### src/hdl/slr_pkg.sv
// shared types and constants for the script line reader
package slr_pkg;

	localparam int LINE_UNITS = 512;

	localparam logic [8:0] POS_MASK_BYTE = 9'((LINE_UNITS - 1) & 'h1FF);
	localparam logic [8:0] POS_MASK_WIDE = 9'(((LINE_UNITS / 2) - 1) & 'h1FF);

	localparam logic [15:0] CH_CR    = 16'h000D;
	localparam logic [15:0] CH_LF    = 16'h000A;
	localparam logic [15:0] CH_QUOTE = 16'h0022;
	localparam logic [15:0] CH_SEMI  = 16'h003B;
	localparam logic [15:0] CH_TAB   = 16'h0009;
	localparam logic [15:0] CH_SPACE = 16'h0020;
	localparam logic [15:0] CH_NUL   = 16'h0000;

	localparam logic [15:0] COUNT_MAX = 16'hFFFF;

	typedef enum logic [1:0] {
		CMT_NONE   = 2'd0,
		CMT_LEAD   = 2'd1,
		CMT_TRAIL  = 2'd2
	} cmt_mode_t;

	typedef enum logic {
		EV_CHAR = 1'b0,
		EV_LINE = 1'b1
	} event_kind_t;

	typedef struct packed {
		logic [15:0] char_count;
		logic        in_quotes;
		logic        has_content;
		logic        swallow_next;
		cmt_mode_t   comment_mode;
		logic [15:0] line_counter;
	} rd_state_t;

	typedef struct packed {
		event_kind_t event_kind;
		logic [15:0] char_out;
		logic [8:0]  position;
		logic [15:0] line_length;
		logic [15:0] line_number;
	} rd_result_t;

endpackage

### src/hdl/script_line_reader_core.sv
// top level of the script line reader: input stage, step logic, result register
//
//  port group   dir  handshake            payload
//  s_axis       in   s_tvalid/s_tready    s_tdata = char_unit, s_tlast = end_of_input
//  m_axis       out  m_tvalid/m_tready    m_tdata = result fields, m_tuser = event_kind
//  cfg          in   cfg_we               cfg_wdata = wide_chars
//
// one word per cycle while m_tready is high; a word is stepped from the input register
// into the result register once that is free or m_tready is high, then shown on m_tdata
// reset clears the line state, the mode register and both valid flags
// a stall on m_tready holds the result register, then the input register
module script_line_reader_core import slr_pkg::*; (
	input  logic        clk,
	input  logic        arst_n,
	input  logic        cfg_we,
	input  logic        cfg_wdata,
	input  logic        s_tvalid,
	output logic        s_tready,
	input  logic [15:0] s_tdata,   // [15:0] char_unit
	input  logic        s_tlast,   // end_of_input
	output logic        m_tvalid,
	input  logic        m_tready,
	output logic [63:0] m_tdata,   // [15:0] char_out, [24:16] position,
	                               // [40:25] line_length, [56:41] line_number, rest zero
	output logic        m_tuser    // event_kind
);

	logic        wide_q;
	rd_state_t   state_q;
	logic        valid_s1;
	logic [15:0] unit_s1;
	logic        eoi_s1;
	logic        valid_s2;
	rd_result_t  res_s2;

	rd_state_t   state_nxt;
	logic        emit;
	rd_result_t  result;
	logic        adv1;

	assign adv1 = valid_s1 && (!valid_s2 || m_tready);
	assign s_tready = !valid_s1 || adv1;

	slr_step u_step (
		.state       (state_q),
		.wide_chars  (wide_q),
		.char_unit   (unit_s1),
		.end_of_input(eoi_s1),
		.state_nxt   (state_nxt),
		.emit        (emit),
		.result      (result)
	);

	always_ff @(posedge clk or negedge arst_n) begin
		if (!arst_n) begin
			wide_q <= 1'b0;
		end else if (cfg_we) begin
			wide_q <= cfg_wdata;
		end
	end

	always_ff @(posedge clk or negedge arst_n) begin
		if (!arst_n) begin
			valid_s1 <= 1'b0;
		end else if (s_tready) begin
			valid_s1 <= s_tvalid;
		end
	end

	always_ff @(posedge clk) begin
		if (s_tready && s_tvalid) begin
			unit_s1 <= s_tdata;
			eoi_s1 <= s_tlast;
		end
	end

	always_ff @(posedge clk or negedge arst_n) begin
		if (!arst_n) begin
			state_q <= '{char_count: 16'h0000, in_quotes: 1'b0, has_content: 1'b0,
				swallow_next: 1'b0, comment_mode: CMT_NONE, line_counter: 16'h0000};
			valid_s2 <= 1'b0;
		end else if (adv1) begin
			state_q <= state_nxt;
			valid_s2 <= emit;
		end else if (m_tready) begin
			valid_s2 <= 1'b0;
		end
	end

	always_ff @(posedge clk) begin
		if (adv1 && emit) begin
			res_s2 <= result;
		end
	end

	assign m_tvalid = valid_s2;
	assign m_tuser = res_s2.event_kind;
	assign m_tdata = {7'h00, res_s2.line_number, res_s2.line_length,
		res_s2.position, res_s2.char_out};

endmodule

### src/hdl/slr_step.sv
// next-state and result logic for one text unit
module slr_step import slr_pkg::*; (
	input  rd_state_t   state,
	input  logic        wide_chars,
	input  logic [15:0] char_unit,
	input  logic        end_of_input,
	output rd_state_t   state_nxt,
	output logic        emit,
	output rd_result_t  result
);

	logic [15:0] c;
	logic [8:0]  pos;
	logic        at_end;

	always_comb begin
		c = end_of_input ? CH_NUL : (wide_chars ? char_unit : {8'h00, char_unit[7:0]});
		pos = state.char_count[8:0] & (wide_chars ? POS_MASK_WIDE : POS_MASK_BYTE);
		at_end = (c == CH_CR) || (c == CH_LF) || (c == CH_NUL);

		state_nxt = state;
		emit = 1'b0;
		result.event_kind = EV_CHAR;
		result.char_out = CH_NUL;
		result.position = pos;
		result.line_length = 16'h0000;
		result.line_number = state.line_counter;

		// a unit after cr is dropped, end of text never is
		if (state.swallow_next && !end_of_input) begin
			state_nxt.swallow_next = 1'b0;
		end else begin
			state_nxt.swallow_next = (c == CH_CR);
			if (state.comment_mode != CMT_NONE) begin
				if (!at_end) begin
					state_nxt.swallow_next = 1'b0;
				end else if (state.comment_mode == CMT_TRAIL) begin
					emit = 1'b1;
				end else begin
					state_nxt.char_count = 16'h0000;
					state_nxt.has_content = 1'b0;
					state_nxt.comment_mode = CMT_NONE;
					state_nxt.line_counter = state.line_counter + 16'd1;
				end
			end else if ((c == CH_CR) || (c == CH_LF)) begin
				if ((state.char_count == 16'h0000) || !state.has_content) begin
					state_nxt.line_counter = state.line_counter + 16'd1;
					state_nxt.has_content = 1'b0;
				end else begin
					emit = 1'b1;
				end
			end else if (c == CH_NUL) begin
				emit = 1'b1;
			end else if ((c == CH_SEMI) && !state.in_quotes) begin
				state_nxt.comment_mode = ((state.char_count == 16'h0000) || !state.has_content)
					? CMT_LEAD : CMT_TRAIL;
			end else begin
				// character write
				emit = 1'b1;
				result.char_out = c;
				if (c == CH_QUOTE) begin
					state_nxt.in_quotes = ~state.in_quotes;
				end
				if ((c != CH_TAB) && (c != CH_SPACE)) begin
					state_nxt.has_content = 1'b1;
				end
				if (state.char_count != COUNT_MAX) begin
					state_nxt.char_count = state.char_count + 16'd1;
				end
			end

			// line completion, from a terminator or a trailing comment
			if (emit && (result.char_out == CH_NUL) && !(c != CH_NUL && !at_end)) begin
				result.event_kind = EV_LINE;
				result.line_length = state.char_count;
				state_nxt.char_count = 16'h0000;
				state_nxt.in_quotes = 1'b0;
				state_nxt.has_content = 1'b0;
				state_nxt.comment_mode = CMT_NONE;
				state_nxt.line_counter = state.line_counter + 16'd1;
			end
		end
	end

endmodule
### config.mk
export PLATFORM = sky130hd
export DESIGN_NAME = script_line_reader_core
export DESIGN_NICKNAME = d
export VERILOG_FILES = /design/src/hdl/slr_pkg.sv /design/src/hdl/script_line_reader_core.sv /design/src/hdl/slr_step.sv
export SDC_FILE = /design/constraint.sdc
export NUM_CORES = 1
export LEC_CHECK = 0
export BUFFER_PORTS_ARGS = -buffer_cell sky130_fd_sc_hd__buf_2
export CAP_MARGIN = 20
export CORE_MARGIN = 2
export CORE_UTILIZATION = 41
export CTS_CLUSTER_DIAMETER = 40
export CTS_CLUSTER_SIZE = 14
export DETAILED_ROUTE_END_ITERATION = 16
export PLACE_DENSITY_LB_ADDON = 0.1
export SYNTH_ARGS = -nofsm -noshare
export SYNTH_HDL_FRONTEND = slang
export SYNTH_SLANG_ARGS = --single-unit
### constraint.sdc
create_clock -name clk -period 17.3 [get_ports clk]
set_input_delay 3.46 -clock clk [delete_from_list [all_inputs] [get_ports clk]]
set_output_delay 3.46 -clock clk [all_outputs]
set_load 0.05 [all_outputs]
# Word level (Yosys, flattened, before mapping)
# Index checks and enable logic that the tools add are counted.
# op_classes
n_addsub,2
eq_ne,20
mux,49
bitwise,4
reduce_logical,39
# op_table
op,count
$mux W16,13
$mux W18,7
$logic_not A16 Y1,3
$add A16 B1 Y16 const B,2
$eq A16 B4 Y1 const B,2
$eq A16 B6 Y1 const B,2
$mux W1,23
$mux W17,1
$ne A16 B16 Y1 const B,1
$ne A16 B4 Y1 const B,1
$ne A16 B6 Y1 const B,1
$reduce_and A8 Y1,2
$reduce_bool A16 Y1,1
$reduce_and A7 Y1,2
$ne A3 B2 Y1 const B,4
$reduce_bool A3 Y1,4
$and A9 B9 Y9,1
$logic_and A1 B1 Y1,9
$mux W9,1
$mux W2,4
$ne A2 B2 Y1 const B,4
$ne A4 B2 Y1 const B,2
$logic_not A1 Y1,7
$reduce_and A6 Y1,1
other kinds (8),16
# word_totals
register_bits,115
in_bits,23
output_inout_bits,67
elab_cells,130

# Logic depth before layout (Yosys ltp)
# Gate-level depths: netlist of the first run.
# depth
word_depth,14
ltp_mapped,9
ltp_nobuf,8

# Cells and area by module
# Synthesis of the first run repeated with hierarchy kept, for this count alone.
# hier_totals
cells_unflattened,469
area_unflattened_um2,5839.4
# modules_own_cells
module,instances,cells_each,area_per_inst_um2,seq_area_each_um2
script_line_reader_core,1,173,3971.3,3253.1
slr_step,1,296,1868.0,0.0

# Worst setup path after synthesis of the first run
# No wires, ideal clock.
# synth_timing
path_kind,input -> register
start,in m_tready
end,"reg res_s2 (netlist bit m_tdata[0]), enable pin"
setup_ns,0.617
arrival_ns,9.511
t_required_ns,16.683
slack_ns,7.172
path_stages,4
n_path_buf,1
cell_sequence,nand2b_1 nand3b_1 clkbuf_1 nor4_1
# synth_between
elab_chain_len,3
# synth_lines
element,line_no,rtl
start: declaration,script_line_reader_core.sv:22,"input logic m_tready,"
$logic_or A1 B1 Y1,script_line_reader_core.sv:41,assign adv1 = valid_s1 && (!valid_s2 || m_tready);
$logic_and A1 B1 Y1,script_line_reader_core.sv:41,
$logic_and A1 B1 Y1,script_line_reader_core.sv:91,if (adv1 && emit) begin
end signal: assignment,script_line_reader_core.sv:92,res_s2 <= result;
end: declaration,script_line_reader_core.sv:34,rd_result_t res_s2;
# Every way passes these cells.
# A chain may end at the register's enable or synchronous reset.

# Worst setup path after layout of the first run
# layout_timing
start,in m_tready
end,out s_tready
# layout_between
elab_chain_len,3
# layout_lines
element,line_no,rtl
$logic_or A1 B1 Y1,script_line_reader_core.sv:41,
$logic_and A1 B1 Y1,script_line_reader_core.sv:41,
$logic_or A1 B1 Y1,script_line_reader_core.sv:42,assign s_tready = !valid_s1 || adv1;
end: declaration,script_line_reader_core.sv:18,"output logic s_tready,"
# Every way passes these cells.

==> metrics.csv, run 1 <==
metric,value,unit
cts_tree,done,
ys.flop_type,edfxtp_1,
holdWs,0.476,ns
crit_arrival,3.98,ns
antennaDiodeCount,0,
worstSetupPathType,in -> out,
drtPass1Iterations,5,
antenna_left,0,
area_growth,21.6,%
gp_congestion,0.855,
fin_nets,496,
start_util,42.1,%
sw_frac_of_total,30.5,%
max_cap_violations,0,
p_comb_share,16.3,%
htree_levels,4,
rsz0062_at_grt,false,
grt_pass1_wl,17.1,mm
grt.overflow.total,0,
min_period_over_period,43.0,%
synth_top_area_share,44.5,%
finalClockSkew,0.00823,ns
syn_inst,378,
slowest_stage,buf_2,
post-dp-hpwl,7.01,mm
use_met2,25.4,%
cts_resized,0,
synth_warnings,0,
cts_setup_buffers,0,
layout_common_cells,"buf_2 (82), edfxtp_1 (75), dfrtp_1 (40)",
max_freq,134,MHz
multiInputGateArea,1690,sq um
layout_min_cycle_time,7.44,ns
clkLatencyLatePin,0.41,ns
clkSlewWorstSetupHoldPaths,0.05,ns
top_usage_layer,met2,
switching_power,0.000245,W
drive_gt1_share,29.0,%
core_area,12000,sq um
final_common_cell,buf_2,
hold_buffers,0,
grt_pass1_vias,3225,
grt_use_total,17.0,%
cp_top_family,buffers and inverters,
cpPeakStageDelay,0.23,ns
final-seq-area,3250,sq um
synth_top_cell_by_area,edfxtp_1,
powerDensity,130,nW/um^2
antenna_found_initial,0,
outcome,finished clean,
path_common_cell,buf_2,
drc,0,
fillerInstances,1062,
syn-cell-area,5060,sq um
hold_path_class,reg -> reg,
synth_edf_count,75,
final_hold_viol_count,0,
viasPerCell,5.42,
die_y,115,um
critPathRequiredTime,13.84,ns
portBuffers,82,
crit_fanout,3,
syn_avg_cell_area,13.4,sq um
finalSetupViolCount,0,
relSlewSlack,38.3,%
grt_max_degree,41,
die_area,13200,sq um
ys_types,65,
num_vias,3417,
seq_power_share,44.1,%
worstMarginPinSlew,0.926,ns
drt_iter0_drc,190,
slew_viol_final,0,
cts_made_buffers,17,
peakVddDrop,0.0595,mV
startpoint_type,input pin,
finalSetupTns,0,ns
synth_seq_cells,115,
crit_chain,buf_2 > nand3b_1 > buf_2,
cp-end-kind,output pin,
routed_wl,10.5,mm
utilization,51.2,%
use_met1,23.8,%
clkSinkCount,115,
yosys-top-cells-area,"edfxtp_1 (44%), dfrtp_1 (20%), and2_1 (3.1%)",
finish.instance_area,6160,sq um
die_w,115,um
rows,40,
power.static_leakage,2.55,nW
cts_max_path_buffers,2,
critPathBufInv,2,
cts-root-buf,clkbuf_16,
ys_async_sr_fraction,34.8,%
routedWlPerCell,16.7,um
clock_power_share,39.6,%
io_pins,90,
placedInstanceArea,5590,sq um
internal_power,0.000556,W
synth-seq-area-share,64.3,%
grtUsageMet3,4.96,%
power,0.000801,W
-- flip-flops by register name, indices dropped and copies added (netlist names) --
register and count:
m_tvalid 1, m_tuser 1, eoi_s1 1, valid_s1 1, m_tdata 57, unit_s1 16, state_q 37, wide_q 1
-- power groups by stage --
stage	Sequential, W	Clock, W	Combinational, W
6_report	0.000353	0.000317	0.000130
3_5_place_dp	0.000359	0	0.000131
5_1_grt	0.000358	0.000337	0.000140
2_1_floorplan	0.000409	0	0.0000488
4_1_cts	0.000354	0.000324	0.000131
3_3_place_gp	0.000357	0	0.000129
-- stage by stage --
step | setup WS [ns] | instances
finish | 9.86 | 630
global route | 9.83 | 630
CTS | 9.86 | 629
detailed placement | 9.86 | 597
global placement | 9.89 | 597
floorplan | 7.17 | 384
-- metal layers --
| metal | share of wire (%) | up-vias |
|---|---|---|
| li1 | - | 1627 |
| met4 | 0.95 | 0 |
| met2 | 46 | 111 |
| met3 | 6.0 | 12 |
| met5 | 0 | - |
| met1 | 47 | 1667 |
-- cells in the mapped netlist (all sizes together) (8+ instances only) --
cell type and instances:
o21ai 8, inv 9, a21oi 8, nand2 23, buf 12, a21o 9
nor3 16, and3 11, dfrtp 40, nor4 17, xnor2 10, nand3 13
and2 25, edfxtp 75, nor2 8
-- worst paths after layout --
kind | start | to | slack, ns | cells after the start
min in group asynchronous | arst_n | wide_q | 2.91 | 1
hold reg to reg | state_q[15] | m_tdata[56] | 0.48 | 0
setup reg to reg | unit_s1[11] | state_q[21] | 14.33 | 6
hold / removal | state_q[15] | m_tdata[56] | 0.48 | 0
setup / recovery | m_tready | s_tready | 9.86 | 3
max in group asynchronous | arst_n | state_q[6] | 13.93 | 2
-- logic make-up after synthesis --
| family | share of synthesized area, % |
|---|---|
| multiplexers | 0.445 |
| AND/OR/NAND/NOR | 19.1 |
| buffers and inverters | 2.92 |
| other | 0.0741 |
| adder cells (fa/ha/maj) | 0.742 |
| XOR/XNOR | 2.94 |
| flip-flops | 64.3 |
| AO/OA/AOI/OAI | 9.47 |
-- cell type report --
cell class	instances	area share, %
clock buffers	17	6.91
clock inverters	15	1.91
inverters	9	0.549
multi-input cells	241	27.4
flip-flops and latches	115	52.8
well taps	147	2.99
repair buffers	86	7.36
Power figures use the tool's default switching activity.
==> run 2, diff against run 1 <==
==> constraint.sdc (replaced) <==
create_clock -name clk -period 7.8 [get_ports clk]
set_input_delay 1.56 -clock clk [delete_from_list [all_inputs] [get_ports clk]]
set_output_delay 1.56 -clock clk [all_outputs]
set_load 0.05 [all_outputs]
==> metrics.csv, run 2 (same netlist as run 1, synthesis figures left out) <==
metric,value,unit,change
power.static_leakage,2.54,nW,was 2.55 nW
antenna_left,0,,unchanged
r2r-start,unit_s1[11],,unchanged
finalClockSkew,0.00640,ns,was 0.00823 ns
use_met1,23.1,%,was 23.8%
grt_use_total,16.3,%,was 17.0%
drt_iter0_drc,166,,was 190
drive_gt1_share,28.8,%,was 29.0%
crit_end,s_tready,,unchanged
grtUsageMet3,3.80,%,was 4.96%
cts-root-buf,clkbuf_16,,unchanged
crit_arrival,2.07,ns,was 3.98 ns
core_area,12000,sq um,unchanged
worst-path-stages,3,,unchanged
layout_min_cycle_time,3.63,ns,
critPathRequiredTime,6.24,ns,was 13.84 ns
clkSinkCount,115,,unchanged
powerDensity,289,nW/um^2,was 130 nW/um^2
crit_chain,buf_2 > nand3b_1 > buf_2,,unchanged
top_usage_layer,met2,,unchanged
finish.instance_area,6150,sq um,was 6160 sq um
crit_start,m_tready,,unchanged
final_hold_viol_count,0,,unchanged
rsz0062_at_grt,false,,unchanged
die_area,13200,sq um,unchanged
cts_resized,0,,unchanged
outcome,finished clean,,unchanged
cts_setup_buffers,0,,unchanged
cts_tree,done,,unchanged
largest_reg_flops,57,,unchanged
die_w,115,um,unchanged
num_vias,3367,,was 3417
gp_congestion,0.825,,was 0.855
critPathBufInv,2,,unchanged
antenna_found_initial,0,,unchanged
multiInputGateArea,1700,sq um,was 1690 sq um
cp-end-kind,output pin,,unchanged
cts_max_path_buffers,2,,unchanged
path_common_cell,buf_2,,unchanged
start_util,42.1,%,unchanged
htree_levels,4,,unchanged
startpoint_type,input pin,,unchanged
rows,40,,unchanged
routedWlPerCell,16.3,um,was 16.7 um
viasPerCell,5.35,,was 5.42
place_inst,597,,unchanged
slew_viol_final,0,,unchanged
worstSetupPathType,in -> out,,unchanged
slowest_stage,buf_2,,unchanged
fillerInstances,1056,,was 1062
grt_pass1_vias,3138,,was 3225
min_period_over_period,46.5,%,
final_common_cell,buf_2,,unchanged
grt_pass1_wl,16.5,mm,was 17.1 mm
use_met2,24.3,%,was 25.4%
antennaDiodeCount,0,,unchanged
area_growth,21.4,%,was 21.6%
peakVddDrop,0.130,mV,was 0.0595 mV
relSlewSlack,37.9,%,was 38.3%
drc,0,,unchanged
grt_max_degree,41,,unchanged
portBuffers,82,,unchanged
fin_cells,629,,was 630
routed_wl,10.3,mm,was 10.5 mm
hold_path_class,reg -> reg,,unchanged
fin_nets,495,,was 496
cpPeakStageDelay,0.23,ns,about the same
finalSetupTns,0,ns,unchanged
worstMarginPinSlew,0.932,ns,was 0.926 ns
cp_top_family,buffers and inverters,,unchanged
rr_worst_depth,6,,unchanged
io_pins,90,,unchanged
placedInstanceArea,5600,sq um,was 5590 sq um
clkSlewWorstSetupHoldPaths,0.05,ns,about the same
drtPass1Iterations,4,,was 5
post-dp-hpwl,7.06,mm,was 7.01 mm
max_cap_violations,0,,unchanged
finalSetupViolCount,0,,unchanged
crit_fanout,3,,unchanged
clkLatencyLatePin,0.40,ns,was 0.41 ns
cts_made_buffers,17,,unchanged
max_freq,275,MHz,
r2r_end,state_q[21],,unchanged
r2r_setup_slack,4.86,ns,was 14.33 ns
hold_buffers,0,,unchanged
layout_common_cells,"buf_2 (82), edfxtp_1 (75), dfrtp_1 (40)",,unchanged
die_y,115,um,unchanged
final-seq-area,3250,sq um,unchanged
grt.overflow.total,0,,unchanged
==> run 2: changes by cell type in the layout (fill, tap and decap cells not counted), sizes merged <==
cell / before / now
clkbuf: 17 / 18
clkinvlp: 5 / 4
buf: 86 / 85
==> run 2: report_power, final <==
| part | total (W) | leakage (nW) | internal, W | switching, W |
|---|---|---|---|---|
| registers | 0.000785 | 1.28 | 0.000730 | 0.0000550 |
| logic | 0.000288 | 1.00 | 0.0000714 | 0.000217 |
| clock network | 0.000702 | 0.259 | 0.000434 | 0.000268 |
==> run 2: area by class of cell <==
cell class	instances	share of cell area (%)
Clock buffer	18	6.98
Clock inverter	14	1.87
Inverter	9	0.550
Multi-Input combinational cell	241	27.6
Sequential cell	115	52.9
Tap cell	147	2.99
Timing Repair Buffer	85	7.04
==> run 2: worst min-delay path by stage <==
stage	from	to	slack (ns)	cells past startpoint
floorplan	state_q[27]	m_tdata[22]	0.42	0
global placement	state_q[15]	state_q[15]	0.46	1
detailed placement	state_q[15]	state_q[15]	0.47	1
CTS	state_q[15]	state_q[15]	0.48	1
global route	state_q[15]	m_tdata[56]	0.50	0
finish	state_q[15]	state_q[15]	0.47	1
==> run 2: metal layers <==
layer / share of wire (%) / vias up
met5: 0 / -
met4: 1.5 / 0
met3: 3.9 / 10
met2: 46 / 82
met1: 49 / 1655
li1: - / 1620
==> run 2: worst register-to-register path: cells and delay by family, from the launching register on <==
kind / cells / cell delay (ns)
AO/OA/AOI/OAI: 4 / 1.74
multiplexers: 1 / 0.34
flip-flops: 1 / 0.40
AND/OR/NAND/NOR: 1 / 0.35
==> run 2: per-stage QoR <==
stage | hold WS (ns) | total power, W | utilization (%) | setup slack [ns]
after detailed placement | 0.467 | 0.00109 | 46.6 | 3.94
after global placement | 0.461 | 0.00108 | 46.6 | 4.03
after global routing | 0.503 | 0.00185 | 51.2 | 4.13
final | 0.468 | 0.00178 | 51.2 | 4.17
after floorplan | 0.423 | 0.00101 | - | 2.01
after CTS | 0.477 | 0.00179 | 51.2 | 4.17
